File: src/rtl/assert_macros.svh
// assertion macros shared by the integrator rtl
// no dependencies; assertions are compiled out when SYNTHESIS is defined
`ifndef ASSERT_MACROS_SVH
`define ASSERT_MACROS_SVH
`ifndef SYNTHESIS
`define PBE_ASSERT(lbl, clk, rst, prop, msg) \
  lbl: assert property (@(posedge clk) disable iff (rst) prop) else $error(msg);
`define PBE_ASSERT_ALWAYS(lbl, clk, prop, msg) \
  lbl: assert property (@(posedge clk) prop) else $error(msg);
`else
`define PBE_ASSERT(lbl, clk, rst, prop, msg)
`define PBE_ASSERT_ALWAYS(lbl, clk, prop, msg)
`endif
`endif

File: src/rtl/pbe_pkg.sv
// shared types, codes and saturating q16.16 helpers for the integrator
// no dependencies
package pbe_pkg;

  localparam logic signed [31:0] Q_MAX = 32'sh7fff_ffff;
  localparam logic signed [31:0] Q_MIN = 32'sh8000_0000;
  localparam logic [31:0] Q_ONE = 32'h0001_0000;

  // command codes
  localparam logic [2:0] CMD_FORCE    = 3'd0;
  localparam logic [2:0] CMD_TICK     = 3'd1;
  localparam logic [2:0] CMD_SEEK     = 3'd2;
  localparam logic [2:0] CMD_LOAD_POS = 3'd3;
  localparam logic [2:0] CMD_LOAD_VEL = 3'd4;

  // register indexes
  localparam logic [1:0] REG_MASS  = 2'd0;
  localparam logic [1:0] REG_SPEED = 2'd1;
  localparam logic [1:0] REG_STEER = 2'd2;

  typedef enum logic [4:0] {
    OP_NONE, OP_LOAD_TMP, OP_MUL_FM, OP_ACC_ADD, OP_DIV_ACC, OP_ACCEL_FIN,
    OP_MUL_TD, OP_VEL_ADD, OP_MUL_VD, OP_POS_ADD, OP_DIFF_POS, OP_SQ, OP_SUM,
    OP_SQRT, OP_MUL_ML, OP_DIV_LIM, OP_LIM_FIN, OP_SUB_VEL, OP_LOAD_POS,
    OP_LOAD_VEL, OP_LD_OUT
  } op_t;

  typedef struct packed {
    op_t        op;
    logic [1:0] axis;
    logic       lim_sel;
    logic       cap_in;
  } ctl_t;

  typedef struct packed {
    logic       div_busy;
    logic       sqrt_busy;
    logic       over;
    logic       out_free;
    logic [2:0] cmd;
  } stat_t;

  function automatic logic signed [31:0] sat33(input logic signed [32:0] v);
    if (v > 33'sd2147483647) return Q_MAX;
    else if (v < -33'sd2147483648) return Q_MIN;
    else return v[31:0];
  endfunction

  function automatic logic signed [31:0] add_sat(input logic signed [31:0] a,
                                                 input logic signed [31:0] b);
    return sat33($signed({a[31], a}) + $signed({b[31], b}));
  endfunction

  function automatic logic signed [31:0] sub_sat(input logic signed [31:0] a,
                                                 input logic signed [31:0] b);
    return sat33($signed({a[31], a}) - $signed({b[31], b}));
  endfunction

  // floor shift by 16 of a full product, then saturate
  function automatic logic signed [31:0] sat_prod(input logic signed [65:0] p);
    logic signed [65:0] s;
    s = p >>> 16;
    if (s > 66'sd2147483647) return Q_MAX;
    else if (s < -66'sd2147483648) return Q_MIN;
    else return s[31:0];
  endfunction

endpackage

File: src/rtl/pbe_ctrl.sv
// controller: sequences one request through the datapath, axis by axis
// depends on pbe_pkg and assert_macros.svh
`include "assert_macros.svh"
module pbe_ctrl
  import pbe_pkg::*;
(
  input  logic  clk,
  input  logic  rst,
  input  logic  s_tvalid,
  output logic  s_tready,
  input  stat_t stat,
  output ctl_t  ctl
);
  typedef enum logic [4:0] {
    ST_IDLE, ST_DISPATCH, ST_F_TMP, ST_F_MUL, ST_F_ADD,
    ST_T_DIV, ST_T_WAIT, ST_T_FIN, ST_T_MULA, ST_T_VADD, ST_T_MULV, ST_T_PADD,
    ST_S_DIFF, ST_S_SUBV, ST_L_SQ, ST_L_SUM, ST_L_SQRT, ST_L_SWAIT, ST_L_CHK,
    ST_L_MUL, ST_L_DIV, ST_L_DWAIT, ST_L_FIN, ST_L_END,
    ST_LD_POS, ST_LD_VEL, ST_DONE
  } state_t;

  state_t     state;
  logic [1:0] axis;
  logic       lim_sel;
  logic       last;

  assign last     = axis == 2'd2;
  assign s_tready = state == ST_IDLE;

  always_comb begin
    ctl.axis    = axis;
    ctl.lim_sel = lim_sel;
    ctl.cap_in  = (state == ST_IDLE) && s_tvalid;
    case (state)
      ST_F_TMP:  ctl.op = OP_LOAD_TMP;
      ST_F_MUL:  ctl.op = OP_MUL_FM;
      ST_F_ADD:  ctl.op = OP_ACC_ADD;
      ST_T_DIV:  ctl.op = OP_DIV_ACC;
      ST_T_FIN:  ctl.op = OP_ACCEL_FIN;
      ST_T_MULA: ctl.op = OP_MUL_TD;
      ST_T_VADD: ctl.op = OP_VEL_ADD;
      ST_T_MULV: ctl.op = OP_MUL_VD;
      ST_T_PADD: ctl.op = OP_POS_ADD;
      ST_S_DIFF: ctl.op = OP_DIFF_POS;
      ST_S_SUBV: ctl.op = OP_SUB_VEL;
      ST_L_SQ:   ctl.op = OP_SQ;
      ST_L_SUM:  ctl.op = OP_SUM;
      ST_L_SQRT: ctl.op = OP_SQRT;
      ST_L_MUL:  ctl.op = OP_MUL_ML;
      ST_L_DIV:  ctl.op = OP_DIV_LIM;
      ST_L_FIN:  ctl.op = OP_LIM_FIN;
      ST_LD_POS: ctl.op = OP_LOAD_POS;
      ST_LD_VEL: ctl.op = OP_LOAD_VEL;
      ST_DONE:   ctl.op = stat.out_free ? OP_LD_OUT : OP_NONE;
      default:   ctl.op = OP_NONE;
    endcase
  end

  always_ff @(posedge clk) begin
    if (rst) begin
      state   <= ST_IDLE;
      axis    <= '0;
      lim_sel <= 1'b0;
    end else begin
      case (state)
        ST_IDLE: begin
          axis    <= '0;
          lim_sel <= 1'b0;
          if (s_tvalid) state <= ST_DISPATCH;
        end
        ST_DISPATCH: begin
          case (stat.cmd)
            CMD_FORCE:    state <= ST_F_TMP;
            CMD_TICK:     state <= ST_T_DIV;
            CMD_SEEK:     state <= ST_S_DIFF;
            CMD_LOAD_POS: state <= ST_LD_POS;
            CMD_LOAD_VEL: state <= ST_LD_VEL;
            default:      state <= ST_DONE;
          endcase
        end
        ST_F_TMP: state <= ST_F_MUL;
        ST_F_MUL: state <= ST_F_ADD;
        ST_F_ADD: begin
          axis  <= last ? 2'd0 : axis + 2'd1;
          state <= last ? ST_DONE : ST_F_MUL;
        end
        ST_T_DIV:  state <= ST_T_WAIT;
        ST_T_WAIT: if (!stat.div_busy) state <= ST_T_FIN;
        ST_T_FIN:  state <= ST_T_MULA;
        ST_T_MULA: state <= ST_T_VADD;
        ST_T_VADD: state <= ST_T_MULV;
        ST_T_MULV: state <= ST_T_PADD;
        ST_T_PADD: begin
          axis  <= last ? 2'd0 : axis + 2'd1;
          state <= last ? ST_DONE : ST_T_DIV;
        end
        ST_S_DIFF: state <= ST_L_SQ;
        ST_S_SUBV: state <= ST_L_SQ;
        ST_L_SQ:   state <= ST_L_SUM;
        ST_L_SUM: begin
          axis  <= last ? 2'd0 : axis + 2'd1;
          state <= last ? ST_L_SQRT : ST_L_SQ;
        end
        ST_L_SQRT:  state <= ST_L_SWAIT;
        ST_L_SWAIT: if (!stat.sqrt_busy) state <= ST_L_CHK;
        ST_L_CHK:   state <= stat.over ? ST_L_MUL : ST_L_END;
        ST_L_MUL:   state <= ST_L_DIV;
        ST_L_DIV:   state <= ST_L_DWAIT;
        ST_L_DWAIT: if (!stat.div_busy) state <= ST_L_FIN;
        ST_L_FIN: begin
          axis  <= last ? 2'd0 : axis + 2'd1;
          state <= last ? ST_L_END : ST_L_MUL;
        end
        ST_L_END: begin
          axis <= '0;
          if (!lim_sel) begin
            lim_sel <= 1'b1;
            state   <= ST_S_SUBV;
          end else begin
            state <= ST_F_MUL;
          end
        end
        ST_LD_POS: state <= ST_DONE;
        ST_LD_VEL: state <= ST_DONE;
        ST_DONE:   if (stat.out_free) state <= ST_IDLE;
        default:   state <= ST_IDLE;
      endcase
    end
  end

  `PBE_ASSERT(a_div_idle, clk, rst, (ctl.op == OP_DIV_ACC || ctl.op == OP_DIV_LIM) |-> !stat.div_busy, "divider started while busy")
  `PBE_ASSERT(a_sqrt_idle, clk, rst, (ctl.op == OP_SQRT) |-> !stat.sqrt_busy, "root unit started while busy")
  `PBE_ASSERT(a_out_free, clk, rst, (ctl.op == OP_LD_OUT) |-> stat.out_free, "result overwritten")
  `PBE_ASSERT(a_axis, clk, rst, axis != 2'd3, "axis out of range")
  `PBE_ASSERT_ALWAYS(a_rst_idle, clk, rst |=> (state == ST_IDLE && !lim_sel), "not idle after reset")
endmodule

File: config.mk
export PLATFORM = sky130hd
export DESIGN_NAME = pbe_ctrl
export DESIGN_NICKNAME = d
export VERILOG_FILES = /design/src/rtl/pbe_pkg.sv /design/src/rtl/pbe_ctrl.sv
export VERILOG_INCLUDE_DIRS = /design/src /design/src/rtl
export SDC_FILE = /design/constraint.sdc
export NUM_CORES = 1
export LEC_CHECK = 0
export CAP_MARGIN = 40
export CORE_MARGIN = 10
export CORE_UTILIZATION = 60
export DETAILED_ROUTE_END_ITERATION = 10
export DONT_BUFFER_PORTS = 1
export GPL_TIMING_DRIVEN = 0
export PLACE_DENSITY = 0.8
export SKIP_LAST_GASP = 1
export SYNTH_ARGS = -nofsm -noshare
export SYNTH_HDL_FRONTEND = slang
export SYNTH_SLANG_ARGS = --single-unit
File: constraint.sdc
create_clock -name clk -period 2.1 [get_ports clk]
set_input_delay 0.315 -clock clk [delete_from_list [all_inputs] [get_ports clk]]
set_output_delay 0.315 -clock clk [all_outputs]
set_load 0.005 [all_outputs]
* Word-level counts from Yosys, hierarchy flattened *
Cells that the tools add are included.

cells by class
  add/sub/neg operators = 1
  equal/unequal tests = 36
  mux-type cells = 18
  reduce and logical (&&, ||, !) cells = 10

operator list
  cell                                           count
  one-hot mux 5 bit (25 select lines)            1
  one-hot mux 5 bit (20 select lines)            1
  == test 5 bit, second input constant           11
  2-to-1 mux 5 bit                               9
  == test 5 x 4 -> 1 bit, second input constant  8
  one-hot mux 5 bit (5 select lines)             1
  == test 5 x 3 -> 1 bit, second input constant  4
  == test 5 x 2 -> 1 bit, second input constant  2
  != test 2 bit, second input constant           5
  == test 3 x 2 -> 1 bit, second input constant  2
  2-to-1 mux 3 bit                               2
  OR reduction 2 bit                             3
  == test 5 x 1 -> 1 bit, second input constant  1
  zero test 5 bit                                1
  AND reduction 5 bit                            1
  2-to-1 mux 4 bit                               1
  one-hot mux 2 bit (2 select lines)             1
  nonzero test 2 bit                             2
  OR reduction 4 bit                             1
  == test 3 x 1 -> 1 bit, second input constant  1
  == test 3 bit, second input constant           1
  zero test 3 bit                                1
  adder 2 x 1 -> 2 bit, second input constant    1
  == test 2 bit, second input constant           1
  3 further kinds                                3

storage, ports and cells
  register bits after elaboration = 8
  input bits = 10

* Longest topological paths before layout *
Gate-level depths: netlist of run 1.

  depth after elaboration = 3
  gate-level depth with buffers = 7

* Worst setup path before layout of run 1 *
No wires, ideal clock.

  kind = register to register
  start point = register state[0]
  end point = register axis[1]
  arrival = 1.667 ns
  data required time = 2.021 ns
  setup slack = 0.354 ns
  stages on the path, launching flop included = 7
  period minus slack after synthesis = 1.746 ns
  path through = dfxtp_1 -> buf_6 -> or4b_4 -> a21oi_2 -> a31oi_1 -> or3b_1 -> a211oi_2

on the way
  word-level cells in the longest chain between the ends = 3

ends and longest elaborated chain
  what                                                                             RTL line         RTL
  from (decl)                                                                      pbe_ctrl.sv:22   state_t state;
  from (signal assigned)                                                           pbe_ctrl.sv:85   state <= last ? ST_DONE : ST_F_MUL;
  from (signal assigned)                                                           pbe_ctrl.sv:95   state <= last ? ST_DONE : ST_T_DIV;
  from (signal assigned)                                                           pbe_ctrl.sv:102  state <= last ? ST_L_SQRT : ST_L_SQ;
  == test 5 bit, or another cell as far along                                      pbe_ctrl.sv:65   case (state)
  OR reduction 4 bit (no line) / OR reduction 2 bit (equally long branches)        n/a
  one-hot mux 2 bit (2 select lines) / nonzero test 2 bit (equally long branches)  n/a
  to (signal assigned)                                                             pbe_ctrl.sv:84   axis <= last ? 2'd0 : axis + 2'd1;
  to (signal assigned)                                                             pbe_ctrl.sv:94   axis <= last ? 2'd0 : axis + 2'd1;
  to (signal assigned)                                                             pbe_ctrl.sv:101  axis <= last ? 2'd0 : axis + 2'd1;
  to (decl)                                                                        pbe_ctrl.sv:23   logic [1:0] axis;

Several ways; a longest one is shown, not always the timed one.
A chain may end at the register's enable or synchronous reset.

==> impl_metrics.ini, run 1 <==
[run_status]
status = completed

[critical_path]
crit_buf_inv = 3
critPathKind = reg2out
crit_cells = 7
reg2regPathDepth = 6
cp-start-kind = flop
startpoint = state[1]
crit_path_end = ctl[4]
cpMostUsedCell = buf_4
required_ns = 1.78
cp_top_family = buffers and inverters
crit_chain = buf_4, buf_4, clkbuf_4, o21ai_0, a21oi_1, a31oi_1, o22ai_1
regToRegEndpoint = axis[1]
crit_fanout = 10
rr_startpoint = state[0]
arrival_ns = 1.68
slowest_delay_ns = 0.38
r2r_setup_slack_ns = 0.20
crit_slowest_cell = dfxtp_1
cp-end-kind = primary output

[pwr]
seqPwrFrac_pct = 15.0
power_frac_comb_pct = 77.3
p_sw_share_pct = 52.84
p_int_uw = 706.7
clockPowerShare_pct = 7.8
ir_worst_vdd_v = 0.0005806
switchingPower_uw = 791.7
power.leakage_nw = 0.4177
p_total_mw = 1.498
power.density_nw_per_um2 = 1293

[place]
port_buffers = 0
dpl.hpwl_um = 2506
place_inst = 187
place_congestion = 1.024
dp_slack_ns = 0.03590

[clocking]
clock_sinks = 8
clock_latency_ns = 0.25
cts_tree = built
htreeDepth = 1
numCtsBuffers = 3
root_buffer = clkbuf_4
cts_setup_buffers = 0
cts.path.max_buffers = 2
path_clk_slew_ns = 0.05

[die]
die_w_um = 62.72
initial_utilization_pct = 63.41
fp-row-count = 15
dieHeight_um = 62.72
ioPinCount = 20
die_area_um2 = 3933
core_um2 = 1727

[synth]
ys.flop_type = dfxtp_1
ys_ff_latch = 8
yosysSeqAreaShare_pct = 14.63
synth-edff-count = 0
async_flop_share_pct = 0
synth_nets = 172
synth_cells = 162
postSynthAreaPerCell_um2 = 6.758
synth_cell_type_count = 48
synthesis.area_um2 = 1095
yosysWarnings = 0

[grt]
grt_overflow = 0
grt_pass1_vias = 1093
antenna_found_initial = 0
grt_max_degree = 20
grtUsageTotal_pct = 15.56
grt_pass1_wl_um = 5244

[timing]
max-slew-margin-rel_pct = 59.96
tightest_slew_ns = 0.5994
max_freq_mhz = 501.3
hold_viol_final = 0
fin_ws_ns = 0.1050
rsz0062_at_grt = yes
post-route-min-period_ns = 1.995
fin_skew_ns = 0.002024
timing.final.crit_share_pct = 95.00
setup_viol = 0
timing.hold.ws_ns = 0.4185
slew_viol_final = 0

[final_layout]
layout_commonest_cell = nor2_1
nFillCells = 180
drive_gt1_share_pct = 14.20
finalNonFillerCells = 187
final_cell_mix = nor2_1 (18), nand2_1 (11), a21oi_1 (11), nor2b_1 (10), o21ai_0 (9)
diodes = 0
nets = 174
area_delta_synth_final_pct = 5.828
final_core_util_pct = 67.10

[detailed_routing]
wl_per_cell_um = 17.18
drtAntennaViolNets = 0
via_per_inst = 6.824
drc = 0
drt_first_pass_iters = 5
first_iter_violations = 83
num_vias = 1276
wirelength_um = 3212

[worst_hold_path]
whs_path_depth = 2
worstHoldStart = rst
hp-class = in2reg

[job]
drv_cap = 0
-- worst min-delay path by stage --
stage	end	slack (ns)
6_report	state[4]	0.42
5_1_grt	state[4]	0.45
4_1_cts	state[4]	0.42
3_5_place_dp	axis[0]	0.54
3_3_place_gp	axis[0]	0.53
2_1_floorplan	axis[0]	0.50
-- per-stage QoR --
step | area [um^2] | TNS (ns)
detailed placement | 1126 | 0
global route | 1159 | -0.03419
floorplan | 1095 | 0
global placement | 1126 | 0
CTS | 1152 | -0.02081
finish | 1159 | 0
-- cell type report --
cell class	instances	area (um^2)	area share (%)
multi-input cells	133	834.6	72.03
flip-flops and latches	8	161.4	13.93
plain buffers	15	97.59	8.423
well taps	25	31.28	2.700
clock buffers	3	22.52	1.944
inverters	3	11.26	0.9719
-- layer usage --
metal	GRT usage (%)	part of all wire, %	up-vias
met1	20.40	39	576
met4	4.749	1.3	0
li1	-	-	598
met5	0	0	-
met2	22.95	45	96
met3	5.556	15	6
-- state kept, by name (all words and copies together) (netlist names) --
register,cells
axis,2
lim_sel,1
state,5
-- Yosys cell counts, types with 3 or more instances --
library cell | number | area, um^2
nor2_1 | 18 | 67.56
dfxtp_1 | 8 | 160.2
o31ai_1 | 3 | 22.52
buf_4 | 3 | 22.52
o21ai_0 | 9 | 45.04
inv_1 | 3 | 11.26
nor2b_1 | 11 | 68.82
xnor2_1 | 3 | 26.28
buf_1 | 3 | 11.26
nand3_1 | 3 | 15.01
a31oi_1 | 6 | 37.54
or3_1 | 3 | 18.77
nor3_1 | 5 | 25.02
mux2i_1 | 3 | 30.03
o211ai_1 | 3 | 22.52
a21oi_1 | 11 | 55.05
buf_2 | 4 | 20.02
nand2b_1 | 7 | 43.79
nand2_1 | 11 | 41.29
nor3b_1 | 3 | 22.52
a211oi_1 | 3 | 22.52
clkbuf_1 | 7 | 26.28
-- timing repair --
item | CTS | global route
hold buffers | 0 | 0
resized for setup | 8 | 9
pin swaps | 0 | 1
setup endpoints to repair | 5 | 5
-- power groups by stage --
stage | Sequential, mW | Combinational [mW] | Clock (mW)
floorplan | 0.216 | 0.890 | 0
global placement | 0.225 | 1.11 | 0
detailed placement | 0.226 | 1.13 | 0
CTS | 0.224 | 1.13 | 0.120
global route | 0.231 | 1.26 | 0.129
finish | 0.224 | 1.16 | 0.116
-- logic make-up (layout without fill, tap and decap cells) --
group / count (synthesis) / count (layout) / synth area share [%]
simple gates: 73 / 73 / 36.34
compound gates: 53 / 53 / 33.71
buf+inv: 21 / 21 / 9.372
flops: 8 / 8 / 14.63
xor+xnor: 4 / 4 / 3.201
mux: 3 / 3 / 2.743
-- worst reg2reg max path, stage by stage (launching register included) --
cell and delay (ns):
dfxtp_1 0.30, buf_6 0.13, or4b_4 0.51, a21oi_2 0.20, a31oi_1 0.10, or3b_1 0.40
a211oi_2 0.18
Note: power is estimated with default switching activity, not from simulation.
==> run 2: changes to the inputs <==
--- a/config.mk
+++ b/config.mk
@@ -6,7 +6,7 @@
 export SDC_FILE = /design/constraint.sdc
 export NUM_CORES = 1
 export LEC_CHECK = 0
-export CAP_MARGIN = 40
+export ABC_AREA = 1
 export CORE_MARGIN = 10
 export CORE_UTILIZATION = 60
 export DETAILED_ROUTE_END_ITERATION = 10
==> impl_metrics.ini, run 2 <==
[detailed_routing]
num_vias = 1175
via_per_inst = 5.875
first_iter_violations = 88
m1WireLength_um = 1199
drtAntennaViolNets = 0
wl_met2_um = 1313
drt_first_pass_iters = 5
wl_per_cell_um = 14.45
highest_layer = met4
wl_met3_um = 324
wirelength_um = 2889
drc = 0

[die]
core_um2 = 1489
die_w_um = 59.60
die_area_um2 = 3552
fp-row-count = 14
ioPinCount = 20
dieHeight_um = 59.60
initial_utilization_pct = 63.19

[clocking]
numCtsBuffers = 3
cts.path.max_buffers = 2
htreeDepth = 1
clock_sinks = 8
root_buffer = clkbuf_4
clock_latency_ns = 0.26
path_clk_slew_ns = 0.06
postCtsHoldBufs = 0
cts_tree = built

[critical_path]
crit_fanout = 6
cp-start-kind = flop
required_ns = 1.78
critPathKind = reg2out
arrival_ns = 1.61
startpoint = state[3]
cp-end-kind = primary output
rr_startpoint = state[2]

[synth]
postSynthAreaPerCell_um2 = 5.198
synth_largest_area_cell = nand2_1
synth_cells = 181
synth_cell_type_count = 19
synthesis.area_um2 = 940.9
synth_xor_area_share_pct = 0
yosysMostFrequentCell = nand2_1
synth_mux_area_share_pct = 0
synth_top_area_share_pct = 20.35
synth_common_cells = nand2_1 (51), nor2_1 (31), nand3_1 (24)
synth_top_family_by_area = simple AND/OR/NAND/NOR gates
synthAdderAreaFrac_pct = 0
synth_nets = 191
yosysWarnings = 0
yosysSeqAreaShare_pct = 17.02
synth.area.top_cells = nand2_1 (20%), dfxtp_1 (17%), nand3_1 (13%)
async_flop_share_pct = 0
ys.flop_type = dfxtp_1
synth-edff-count = 0
synth_compound_area_share_pct = 13.96
synth-simple-area-share_pct = 58.24
ys_ff_latch = 8

[timing]
slew_viol_final = 0
setup_viol = 0
tightest_slew_ns = 0.3947
post-route-min-period_ns = 1.923
finalSetupTns_ns = 0
rsz0062_at_grt = no
max_freq_mhz = 520.0
fin_skew_ns = 0.008327
max-slew-margin-rel_pct = 73.59
timing.final.crit_share_pct = 91.58
hold_viol_final = 0

[pwr]
power.density_nw_per_um2 = 1180
ir_worst_vdd_v = 0.0007318
power_frac_comb_pct = 66.9
power.leakage_nw = 0.5489
p_sw_share_pct = 58.35
clockPowerShare_pct = 10.4
p_int_uw = 484.4
switchingPower_uw = 678.5
seqPwrFrac_pct = 22.7

[job]
drv_cap = 0

[final_layout]
regMostFlops = state
nFillCells = 134
area_delta_synth_final_pct = 4.787
final_cell_mix = nand2_1 (51), nor2_1 (30), nand3_1 (24), inv_1 (22), a21oi_1 (10)
nets = 196
final_area_um2 = 985.9
layout_commonest_cell = nand2_1
largest_reg_flops = 5
finalNonFillerCells = 200
drive_gt1_share_pct = 8.696
top_regs = state x5, axis x2, lim_sel x1
diodes = 0

[grt]
grt_overflow = 0
grt_pass1_vias = 1077
grt_max_degree = 11
grt_pass1_wl_um = 4636
antenna_found_initial = 0
grtUsageTotal_pct = 16.27

[place]
place_area_um2 = 960.9
place_congestion = 0.9933
place_inst = 197
port_buffers = 0
dpl.hpwl_um = 2288

[worst_hold_path]
worstHoldStart = rst
hp-class = in2reg

[run_status]
status = completed
==> run 2: critical path: stages, from the launching register on <==
cell and delay, ns:
dfxtp_1 0.43, inv_1 0.15, nand3_1 0.17, nor2_1 0.07, nor2_2 0.18, and3_1 0.20, o2111ai_1 0.15
==> run 2: cells by family after synthesis <==
logic type | count (synthesis)
flip-flops | 8
AND/OR/NAND/NOR | 123
buffers and inverters | 26
AO/OA/AOI/OAI | 24
==> run 2: layer usage <==
layer  up-vias  GRT usage, %
met1       503         21.01
met4         0         9.615
li1        605             -
met3         7         3.648
met5         -             0
met2        60         23.77
==> run 2: final timing paths <==
check                  end  slack [ns]  depth (start not counted)
setup / recovery    ctl[7]        0.18                          6
hold / removal     lim_sel        0.11                          1
setup reg to reg  state[4]        0.41                          8
hold reg to reg    lim_sel        0.50                          2
==> run 2: metrics by stage <==
step	power [mW]	hold slack (ns)	setup WS (ns)	utilization (%)
finish	1.163	0.1109	0.1768	66.22
global route	1.288	0.1173	0.06020	66.22
CTS	1.147	0.1097	0.1465	66.05
detailed placement	1.023	0.3877	0.4380	64.54
global placement	1.011	0.3862	0.4184	64.54
floorplan	0.8444	0.3841	0.6423	-
==> run 2: layout make-up <==
cell class	count	area (um^2)	area share, %
Multi-Input combinational cell	147	681.9	69.16
Sequential cell	8	160.2	16.24
Inverter	25	93.84	9.518
Clock buffer	3	22.52	2.284
Tap cell	16	20.02	2.030
Buffer	1	7.507	0.7614
==> run 2: repair_timing <==
item                       in CTS  in global routing
setup buffers                   0                  0
setup endpoints to repair       0                  2
gates resized for setup         0                  1
==> run 2: power by group through the flow <==
stage          Clock [mW]  Combinational (mW)  Sequential [mW]
6_report            0.121               0.778            0.265
5_1_grt             0.125               0.894            0.268
4_1_cts             0.123               0.762            0.262
3_5_place_dp            0               0.757            0.266
3_3_place_gp            0               0.749            0.262
2_1_floorplan           0               0.594            0.250
